<file path="src/sv/apq_pkg.sv">
package apq_pkg;

    localparam int unsigned DEPTH  = 16;
    localparam int unsigned CNT_W  = $clog2(DEPTH + 1);
    localparam int unsigned DATA_W = 32;
    localparam int unsigned PRIO_W = 16;
    localparam int unsigned OP_W   = 2;
    localparam int unsigned STS_W  = 2;

    typedef logic [CNT_W-1:0] t_count;
    typedef logic [OP_W-1:0]  t_op;
    typedef logic [STS_W-1:0] t_status;

    localparam t_op OP_ENQUEUE = 2'd0;
    localparam t_op OP_DEQUEUE = 2'd1;
    localparam t_op OP_PEEK    = 2'd2;

    localparam t_status STATUS_OK    = 2'd0;
    localparam t_status STATUS_FULL  = 2'd1;
    localparam t_status STATUS_EMPTY = 2'd2;

    typedef struct packed {
        logic signed [DATA_W-1:0] data;
        logic        [PRIO_W-1:0] prio;
    } t_entry;

    // broadcast from the controller to every cell
    typedef struct packed {
        logic   enq;        // insert new_entry at its sorted place
        logic   deq;        // drop the head, everything moves toward the head
        t_entry new_entry;
    } t_cell_ctrl;

endpackage

</file>
<file path="src/sv/apq_cell.sv">
module apq_cell (
    input  logic               i_clk,
    input  apq_pkg::t_cell_ctrl i_ctrl,
    input  logic               i_first,
    input  logic               i_self_occ,
    input  logic               i_left_occ,
    input  apq_pkg::t_entry    i_left,
    input  apq_pkg::t_entry    i_right,
    output apq_pkg::t_entry    o_entry
);

    apq_pkg::t_entry r_entry;
    apq_pkg::t_entry n_entry;
    logic            w_stays;
    logic            w_left_ge;

    // entries are kept sorted by priority, ties in arrival order
    assign w_stays   = i_self_occ && (r_entry.prio >= i_ctrl.new_entry.prio);
    assign w_left_ge = i_first || (i_left_occ && (i_left.prio >= i_ctrl.new_entry.prio));

    always_comb begin
        n_entry = r_entry;
        if (i_ctrl.enq && !w_stays) begin
            n_entry = w_left_ge ? i_ctrl.new_entry : i_left;
        end else if (i_ctrl.deq) begin
            n_entry = i_right;
        end
    end

    always_ff @(posedge i_clk) begin
        r_entry <= n_entry;
    end

    assign o_entry = r_entry;

endmodule

</file>
<file path="src/sv/array_priority_queue_unit.sv">
// array_priority_queue_unit
//
// priority queue of up to apq_pkg::DEPTH entries (data word plus priority).
// input channel: i_in_valid / o_in_stall with i_operation, i_item_data and
// i_item_priority; operation selects enqueue, dequeue or peek.
// output channel: o_out_valid / i_out_stall, one result transaction per input
// transaction carrying o_out_data, o_out_priority, o_status and o_fill_count.
// the entries sit in a row of cells kept sorted by priority (ties in arrival
// order), so the best entry is always the head cell and is read directly.
// an enqueue compares the new priority in every cell at once and the row
// opens a gap by moving one place away from the head; a dequeue moves the
// whole row one place toward the head.
// an accepted operation waits in its capture register, then executes,
// updating the cell row and the result register together; no new transaction
// is taken before it executes, but the next is taken while its result waits.
// reset (synchronous, active low) empties the queue and drops any result;
// cell contents are not cleared. a stalled result holds the result register,
// and an operation already captured waits in its register until it frees.
// error results (full on enqueue, empty on dequeue or peek) leave the
// queue untouched and report zero data and priority.
module array_priority_queue_unit (
    input  logic                                 i_clk,
    input  logic                                 i_rst_n,
    input  logic                                 i_in_valid,
    output logic                                 o_in_stall,
    input  logic [apq_pkg::OP_W-1:0]             i_operation,
    input  logic signed [apq_pkg::DATA_W-1:0]    i_item_data,
    input  logic [apq_pkg::PRIO_W-1:0]           i_item_priority,
    output logic                                 o_out_valid,
    input  logic                                 i_out_stall,
    output logic signed [apq_pkg::DATA_W-1:0]    o_out_data,
    output logic [apq_pkg::PRIO_W-1:0]           o_out_priority,
    output logic [apq_pkg::STS_W-1:0]            o_status,
    output logic [apq_pkg::CNT_W-1:0]            o_fill_count
);

    typedef enum logic [1:0] {
        S_IDLE = 2'b01,
        S_EXEC = 2'b10
    } t_state;

    t_state              r_state, n_state;
    apq_pkg::t_op        r_op;
    apq_pkg::t_entry     r_item;
    apq_pkg::t_count     r_count, n_count;

    logic                r_out_valid, n_out_valid;
    apq_pkg::t_entry     r_out_entry, n_out_entry;
    apq_pkg::t_status    r_out_status, n_out_status;
    apq_pkg::t_count     r_out_count, n_out_count;

    apq_pkg::t_cell_ctrl w_ctrl;
    apq_pkg::t_entry     w_entry [apq_pkg::DEPTH];
    logic [apq_pkg::DEPTH-1:0] w_occ;

    logic w_accept;
    logic w_out_free;
    logic w_commit;
    logic w_full;
    logic w_empty;

    assign o_in_stall = (r_state != S_IDLE);
    assign w_accept   = i_in_valid && (r_state == S_IDLE);
    assign w_out_free = !r_out_valid || !i_out_stall;
    // captured operation executes once the result register can take it
    assign w_commit   = (r_state == S_EXEC) && w_out_free;
    assign w_full     = (r_count == apq_pkg::t_count'(apq_pkg::DEPTH));
    assign w_empty    = (r_count == '0);

    // ---------------------------------------------------------------
    // cell row
    // ---------------------------------------------------------------
    always_comb begin
        w_ctrl.new_entry = r_item;
        w_ctrl.enq       = w_commit && (r_op == apq_pkg::OP_ENQUEUE) && !w_full;
        w_ctrl.deq       = w_commit && (r_op == apq_pkg::OP_DEQUEUE) && !w_empty;
    end

    for (genvar gi = 0; gi < apq_pkg::DEPTH; gi++) begin : g_cell
        // a cell is occupied when it lies below the fill count
        assign w_occ[gi] = (apq_pkg::t_count'(gi) < r_count);

        if (gi == 0) begin : g_head
            apq_cell u_cell (
                .i_clk      (i_clk),
                .i_ctrl     (w_ctrl),
                .i_first    (1'b1),
                .i_self_occ (w_occ[gi]),
                .i_left_occ (1'b1),
                .i_left     (w_entry[gi]),
                .i_right    (w_entry[gi+1]),
                .o_entry    (w_entry[gi])
            );
        end else if (gi == apq_pkg::DEPTH - 1) begin : g_tail
            apq_cell u_cell (
                .i_clk      (i_clk),
                .i_ctrl     (w_ctrl),
                .i_first    (1'b0),
                .i_self_occ (w_occ[gi]),
                .i_left_occ (w_occ[gi-1]),
                .i_left     (w_entry[gi-1]),
                .i_right    (w_entry[gi]),
                .o_entry    (w_entry[gi])
            );
        end else begin : g_mid
            apq_cell u_cell (
                .i_clk      (i_clk),
                .i_ctrl     (w_ctrl),
                .i_first    (1'b0),
                .i_self_occ (w_occ[gi]),
                .i_left_occ (w_occ[gi-1]),
                .i_left     (w_entry[gi-1]),
                .i_right    (w_entry[gi+1]),
                .o_entry    (w_entry[gi])
            );
        end
    end

    // ---------------------------------------------------------------
    // control and result
    // ---------------------------------------------------------------
    always_comb begin
        n_state      = r_state;
        n_count      = r_count;
        n_out_valid  = r_out_valid;
        n_out_entry  = r_out_entry;
        n_out_status = r_out_status;
        n_out_count  = r_out_count;

        if (r_out_valid && !i_out_stall) begin
            n_out_valid = 1'b0;
        end

        case (r_state)
            S_IDLE: begin
                if (w_accept) begin
                    n_state = S_EXEC;
                end
            end
            S_EXEC: begin
                if (w_commit) begin
                    n_state      = S_IDLE;
                    n_out_valid  = 1'b1;
                    n_out_entry  = '0;
                    n_out_status = apq_pkg::STATUS_OK;
                    if (r_op == apq_pkg::OP_ENQUEUE) begin
                        if (w_full) begin
                            n_out_status = apq_pkg::STATUS_FULL;
                        end else begin
                            n_count = r_count + apq_pkg::t_count'(1);
                        end
                    end else if (r_op == apq_pkg::OP_DEQUEUE || r_op == apq_pkg::OP_PEEK) begin
                        if (w_empty) begin
                            n_out_status = apq_pkg::STATUS_EMPTY;
                        end else begin
                            // head cell always holds the best entry
                            n_out_entry = w_entry[0];
                            if (r_op == apq_pkg::OP_DEQUEUE) begin
                                n_count = r_count - apq_pkg::t_count'(1);
                            end
                        end
                    end
                    n_out_count = n_count;
                end
            end
            default: begin
                n_state = S_IDLE;
            end
        endcase
    end

    always_ff @(posedge i_clk) begin
        if (!i_rst_n) begin
            r_state     <= S_IDLE;
            r_count     <= '0;
            r_out_valid <= 1'b0;
        end else begin
            r_state     <= n_state;
            r_count     <= n_count;
            r_out_valid <= n_out_valid;
        end
    end

    always_ff @(posedge i_clk) begin
        if (w_accept) begin
            r_op        <= i_operation;
            r_item.data <= i_item_data;
            r_item.prio <= i_item_priority;
        end
        r_out_entry  <= n_out_entry;
        r_out_status <= n_out_status;
        r_out_count  <= n_out_count;
    end

    assign o_out_valid    = r_out_valid;
    assign o_out_data     = r_out_entry.data;
    assign o_out_priority = r_out_entry.prio;
    assign o_status       = r_out_status;
    assign o_fill_count   = r_out_count;

    // ---------------------------------------------------------------
    // assertions
    // ---------------------------------------------------------------
    a_count_range : assert property (@(posedge i_clk) disable iff (!i_rst_n)
        r_count <= apq_pkg::t_count'(apq_pkg::DEPTH))
        else $error("fill count above depth");

    a_enq_count : assert property (@(posedge i_clk) disable iff (!i_rst_n)
        w_ctrl.enq |=> (r_count == $past(r_count) + apq_pkg::t_count'(1)))
        else $error("enqueue did not grow the fill count");

    a_head_sorted : assert property (@(posedge i_clk) disable iff (!i_rst_n)
        (r_count >= apq_pkg::t_count'(2)) |-> (w_entry[0].prio >= w_entry[1].prio))
        else $error("head cell is not the best entry");

    a_empty_status : assert property (@(posedge i_clk) disable iff (!i_rst_n)
        (o_out_valid && o_status == apq_pkg::STATUS_EMPTY) |-> (o_fill_count == '0))
        else $error("empty status with entries held");

endmodule

</file>
<file path="config.mk">
export PLATFORM = sky130hd
export DESIGN_NAME = array_priority_queue_unit
export DESIGN_NICKNAME = d
export VERILOG_FILES = /design/src/sv/apq_pkg.sv /design/src/sv/apq_cell.sv /design/src/sv/array_priority_queue_unit.sv
export SDC_FILE = /design/constraint.sdc
export NUM_CORES = 2
export LEC_CHECK = 0
export CORE_ASPECT_RATIO = 1.1
export CORE_MARGIN = 2
export CORE_UTILIZATION = 28
export CTS_BUF_LIST = sky130_fd_sc_hd__clkbuf_4
export DETAILED_ROUTE_END_ITERATION = 7
export DONT_BUFFER_PORTS = 1
export PLACE_DENSITY = 0.38
export SYNTH_ARGS = -nofsm -noshare
export SYNTH_HDL_FRONTEND = slang
export SYNTH_SLANG_ARGS = --single-unit
</file>
<file path="constraint.sdc">
create_clock -name i_clk -period 20.5 [get_ports i_clk]
set_input_delay 2.05 -clock i_clk [delete_from_list [all_inputs] [get_ports i_clk]]
set_output_delay 2.05 -clock i_clk [all_outputs]
set_load 0.1 [all_outputs]
</file>
== Word level (Yosys, flattened, before mapping) ==
Cells that the tools add are included.

* Register bits after elaboration: 881

* Add/subtract/negate cells: 2
* Order comparisons: 32
* Equality and inequality tests: 8
* Muxes and demuxes: 60
* Bitwise gates (word level): 1
* Reduce and logical (&&, ||, !) cells: 81

{| class="wikitable"
|+ Operators by type and width
! operator !! number
|-
| 2-to-1 mux 48 bit || 45
|-
| >= comparator 16 bit || 16
|-
| less-than comparator 4 x 5 -> 1 bit, first input constant || 8
|-
| logical AND 1 bit || 39
|-
| nonzero test 2 bit || 15
|-
| 2-to-1 mux 5 bit || 5
|-
| logical NOT 1 bit || 20
|-
| less-than comparator 3 x 5 -> 1 bit, first input constant || 4
|-
| less-than comparator 1 x 5 -> 1 bit, first input constant || 2
|-
| less-than comparator 2 x 5 -> 1 bit, first input constant || 2
|-
| 2-to-1 mux 2 bit || 5
|-
| adder 5 x 1 -> 5 bit, second input constant || 1
|-
| == test 5 bit, second input constant || 1
|-
| logical NOT 5 bit || 1
|-
| subtractor 5 x 1 -> 5 bit, second input constant || 1
|-
| == test 2 x 1 -> 1 bit, second input constant || 2
|-
| == test 2 bit, second input constant || 2
|-
| 2-to-1 mux 1 bit || 4
|-
| != test 2 bit, second input constant || 2
|-
| one-hot mux 2 bit (2 select lines) || 1
|-
| AND reduction 2 bit || 2
|-
| OR reduction 3 bit || 1
|-
| logical NOT 2 bit || 1
|-
| logical OR 1 bit || 2
|-
| 2 further kinds || 2
|}

== Logic depth before layout (Yosys ltp) ==
* Depth after elaboration: 7
* Mapped depth: 13

== By module ==
From an unflattened synthesis, not the netlist that was laid out.

* Cell total of the unflattened synthesis: 6294
* Area, all modules: 59558.4 um2

{| class="wikitable"
|+ By module, submodules not included
! module !! instances !! cells an instance !! area an instance (um2)
|-
| apq_cell (g_cell[0].g_head.u_cell ...) || 15 || 376 || 3453.3
|-
| array_priority_queue_unit || 1 || 277 || 4317.9
|-
| apq_cell (g_cell[9].g_mid.u_cell) || 1 || 377 || 3440.8
|}

== Worst setup path before layout ==
Ideal clock, no wire load.

* Path kind: input -> register
* Start: in i_out_stall
* End: reg g_cell[0].g_head.u_cell.r_entry (netlist bit g_cell[0].g_head.u_cell.o_entry[0]) (enable)
* Setup time: 0.520 ns
* Arrival: 7.168 ns
* Required time: 19.980 ns
* Slack: 12.812 ns
* Cell stages on the path: 7
* Cells stage by stage: nand2_1 -> nand2_1 -> inv_2 -> nand3_1 -> buf_2 -> clkbuf_1 -> o21ai_0

* Longest elaborated chain between the ends: 7
* Elaborated cells between the ends (all ways): 9
* Classes of those cells: reduce/logical: 9

{| class="wikitable"
|+ Ends and longest elaborated chain
! element !! RTL line !! source
|-
| from (decl) || array_priority_queue_unit.sv:30 || <nowiki>input logic i_out_stall,</nowiki>
|-
| logical NOT 1 bit * || array_priority_queue_unit.sv:64 || <nowiki>assign w_out_free = !r_out_valid || !i_out_stall;</nowiki>
|-
| logical OR 1 bit * || array_priority_queue_unit.sv:64 ||
|-
| logical AND 1 bit * || array_priority_queue_unit.sv:66 || <nowiki>assign w_commit = (r_state == S_EXEC) && w_out_free;</nowiki>
|-
| logical AND 1 bit (2 in series) || array_priority_queue_unit.sv:75 || <nowiki>w_ctrl.enq = w_commit && (r_op == apq_pkg::OP_ENQUEUE) && !w_full;</nowiki>
|-
| logical AND 1 bit || apq_cell.sv:23 || <nowiki>if (i_ctrl.enq && !w_stays) begin</nowiki>
|-
| nonzero test 2 bit (no line) * || n/a ||
|-
| to (signal assigned) || apq_cell.sv:31 || <nowiki>r_entry <= n_entry;</nowiki>
|-
| to (decl) || apq_cell.sv:12 || <nowiki>apq_pkg::t_entry r_entry;</nowiki>
|}

Every way passes the cells marked *; elsewhere a longest branch is shown, timed or not.
A chain may end at the register's enable or synchronous reset.

== Final worst setup path ==
* Start: reg r_item[1] (netlist name)
* End: reg g_cell[2].g_mid.u_cell.r_entry (netlist bit g_cell[2].g_mid.u_cell.o_entry[42]) (enable)

* Longest elaborated chain between the ends: 5

{| class="wikitable"
|+ Ends and longest elaborated chain
! element !! RTL line !! source
|-
| from (decl) || array_priority_queue_unit.sv:44 || <nowiki>apq_pkg::t_entry r_item;</nowiki>
|-
| >= comparator 16 bit || apq_cell.sv:18 || <nowiki>assign w_stays = i_self_occ && (r_entry.prio >= i_ctrl.new_entry.prio);</nowiki>
|-
| logical AND 1 bit || apq_cell.sv:18 ||
|-
| logical NOT 1 bit || apq_cell.sv:23 ||
|-
| logical AND 1 bit || apq_cell.sv:23 ||
|-
| nonzero test 2 bit (no line) || n/a ||
|-
| to (signal assigned) || apq_cell.sv:31 ||
|-
| to (decl) || apq_cell.sv:12 ||
|}

Every way passes these cells.

==> impl_metrics.json <==
{
  "ys_warn_count": 0,
  "finClkSkew_ns": 0.0956,
  "cp_top_family": "buffers and inverters",
  "endpoint": "g_cell[2].g_mid.u_cell.o_entry[42]",
  "ys.flop_type": "edfxtp_1",
  "synth-simple-area-share_pct": 9.32,
  "ys_ff_latch": 881,
  "cts_sinks": 881,
  "synthesis.area_mm2": 0.0554,
  "ant_nets": 0,
  "cts_hold_buf": 0,
  "die_x_um": 428,
  "yosysMostFrequentCell": "edfxtp_1",
  "crit_chain": "buf_4 > inv_1 > buf_4 > ha_1 > a2111oi_0 > o21ai_4 > buf_4 > a211oi_4 > buf_4 > o21a_2 > buf_4 > nand2b_2 > buf_4",
  "drive_above_1_share_pct": 21.6,
  "timing.final.crit_share_pct": 27.8,
  "via_per_inst": 5.36,
  "core-area_mm2": 0.197,
  "crit_cells": 13,
  "drt_first_pass_iters": 6,
  "synthAdderAreaFrac_pct": 5.90,
  "numPortBuffers": 0,
  "cp.arrival_ns": 6.62,
  "io_pins": 111,
  "first_iter_violations": 2804,
  "route.detailed.drc": 0,
  "gp_congestion": 0.789,
  "rsz0062_at_grt": "false",
  "path_buf_inv": 7,
  "hold_class": "reg -> reg",
  "worstPathMaxFanout": 49,
  "cp_slowest_cell": "a2111oi_0",
  "nets": 5376,
  "synth_top_cells_by_count": "873 x edfxtp_1, 518 x o21ai_0, 465 x mux2_2",
  "cts_resized": 0,
  "cellLeakagePower_nw": 21.3,
  "status": "complete, no violations",
  "whs_path_depth": 2,
  "vias": 41882,
  "initial_core_util_pct": 28.1,
  "ys_types": 73,
  "grt_usage_pct": 19.2,
  "r2r_cells": 13,
  "yosys-top-cells-area": "edfxtp_1 47%, mux2_2 9.5%, ha_1 5.9%, mux2i_1 5.0%, o21ai_0 4.7%",
  "hold_viol": 0,
  "postLayoutCoreUtil_pct": 31.3,
  "setup_ws_ns": 14.80,
  "ir_drop_mv": 0.0439,
  "place_hpwl_mm": 134,
  "power_density_mw_per_mm2": 67.2,
  "holdWs_ns": 0.517,
  "clockRootBuffer": "clkbuf_4",
  "setup_viol": 0,
  "die_h_um": 471,
  "first_global_vias": 44022,
  "syn_to_final_growth_pct": 11.2,
  "synthCells": 5097,
  "fmax_mhz": 175,
  "synth.top_cell.area_share_pct": 47.3,
  "setup_tns_ns": 0,
  "crit_path_frequent_cell": "buf_4",
  "routed_wl_mm": 197,
  "dieArea_mm2": 0.201,
  "rr_startpoint": "r_item[1]",
  "clk_latency_ns": 1.33,
  "pre_cts_ws_ns": 14.19,
  "tightest_slew_ns": 1.28,
  "max_cap_viol_count": 0,
  "async_reset_ff_share_pct": 0,
  "antenna_found_initial": 6,
  "syn-num-nets": 5412,
  "grt-ovfl-total": 0,
  "synth_top_family_by_area": "compound AO/OA/AOI/OAI gates",
  "wire_per_inst_um": 25.2,
  "finalMaxSlewViolations": 0,
  "cts_tree": "done",
  "end_kind": "flop",
  "post-cts-setup-buffers": 0,
  "grt_max_degree": 92,
  "required_ns": 21.41,
  "synth_xor_area_share_pct": 0.0158,
  "ff2ff_setup_slack_ns": 14.80,
  "cts_buffers": 295,
  "clk_pin_slew_ns": 0.06,
  "slew_headroom_pct": 14.6,
  "synth_edf_count": 873,
  "synth_mux_area_share_pct": 15.1,
  "rr_endpoint": "g_cell[2].g_mid.u_cell.o_entry[42]",
  "path_class": "reg -> reg",
  "cp-startpoint": "r_item[1]",
  "critPathLaunchType": "flop",
  "seq_area_frac_synth_pct": 47.6,
  "synth-compound-area-share_pct": 17.3,
  "cpPeakStageDelay_ns": 0.74,
  "h-tree-depth": 5,
  "clockBufferDepth": 4,
  "row_count": 171,
  "grt_pass1_wl_mm": 294,
  "syn_area_per_cell_um2": 10.9,
  "synth_top_cell_by_area": "edfxtp_1",
  "period_needed_ns": 5.70
}
-- layout by cell type, fill, tap and decap left out, drive strengths merged, types with 13 or more instances in the layout --
cell / instances
edfxtp: 873
o21ai: 534
mux2: 491
nand2: 463
clkbuf: 403
mux2i: 276
ha: 261
and2: 211
a21oi: 203
nand3: 170
a211oi: 152
buf: 151
inv: 150
a31oi: 105
a211o: 101
a311oi: 93
o211ai: 75
nor2: 74
nor3: 71
o2111ai: 49
a2bb2oi: 47
clkinv: 45
nand2b: 34
o311ai: 30
nand4: 26
o21a: 23
a21o: 18
a2111oi: 13
-- layout make-up --
type | count | area [µm²]
Fill cell | 20229 | 135000
Multi-Input combinational cell | 3584 | 26900
Sequential cell | 881 | 26400
Tap cell | 2595 | 3250
Clock buffer | 403 | 3030
Timing Repair Buffer | 151 | 1130
Inverter | 148 | 557
Clock inverter | 51 | 303
Antenna cell | 8 | 20.0
-- worst reg2reg max path, delay by kind of cell (launching register included) --
family / cells / cell delay [ns]
flip-flops: 1 / 0.35
buffers and inverters: 7 / 2.96
AND/OR/NAND/NOR: 1 / 0.29
AO/OA/AOI/OAI: 4 / 1.38
adder cells (fa/ha/maj): 1 / 0.28
-- metrics by stage --
step	power [W]	instances	instance area, µm²
finish	0.00414	7821	61600
global route	0.00435	7817	61600
CTS	0.00423	7813	61600
detailed placement	0.00238	7359	58300
global placement	0.00237	7359	58300
floorplan	0.00224	5097	55400
-- sequential cells by signal, summed over array words and instances (netlist names), 5 cells and up --
register                      flops
g_cell.g_mid.u_cell.o_entry     672
g_cell.g_head.u_cell.o_entry     48
g_cell.g_tail.u_cell.o_entry     48
r_item                           48
o_out_data                       32
o_out_priority                   16
o_fill_count                      5
r_count                           5
-- layer usage --
layer | vias to the layer above | track usage, % | wire [µm]
met5 | - | 0 | 0
met4 | 0 | 6.77 | 5490
met3 | 315 | 3.24 | 7990
met2 | 1037 | 33.3 | 99400
met1 | 20971 | 23.9 | 84500
li1 | 19559 | - | -
-- logic make-up after synthesis --
kind of cell | after synthesis
flip-flops | 881
AO/OA/AOI/OAI | 1473
adder cells (fa/ha/maj) | 261
XOR/XNOR | 1
buffers and inverters | 632
AND/OR/NAND/NOR | 1082
multiplexers | 767
-- worst min path at each step --
stage | end | from
after detailed placement | o_out_valid | r_state[1]
final | o_out_valid | r_state[1]
after CTS | o_out_valid | r_state[1]
after global placement | o_out_valid | r_state[1]
after global routing | g_cell[14].g_mid.u_cell.o_entry[43] | g_cell[15].g_tail.u_cell.o_entry[43]
after floorplan | o_out_valid | r_state[1]
-- power breakdown --
group          switching [W]  internal [W]  total, W
Clock               0.000861      0.000943   0.00180
Sequential         0.0000347       0.00198   0.00201
Combinational       0.000229     0.0000957  0.000324
Note: power is estimated with default switching activity, not from simulation.
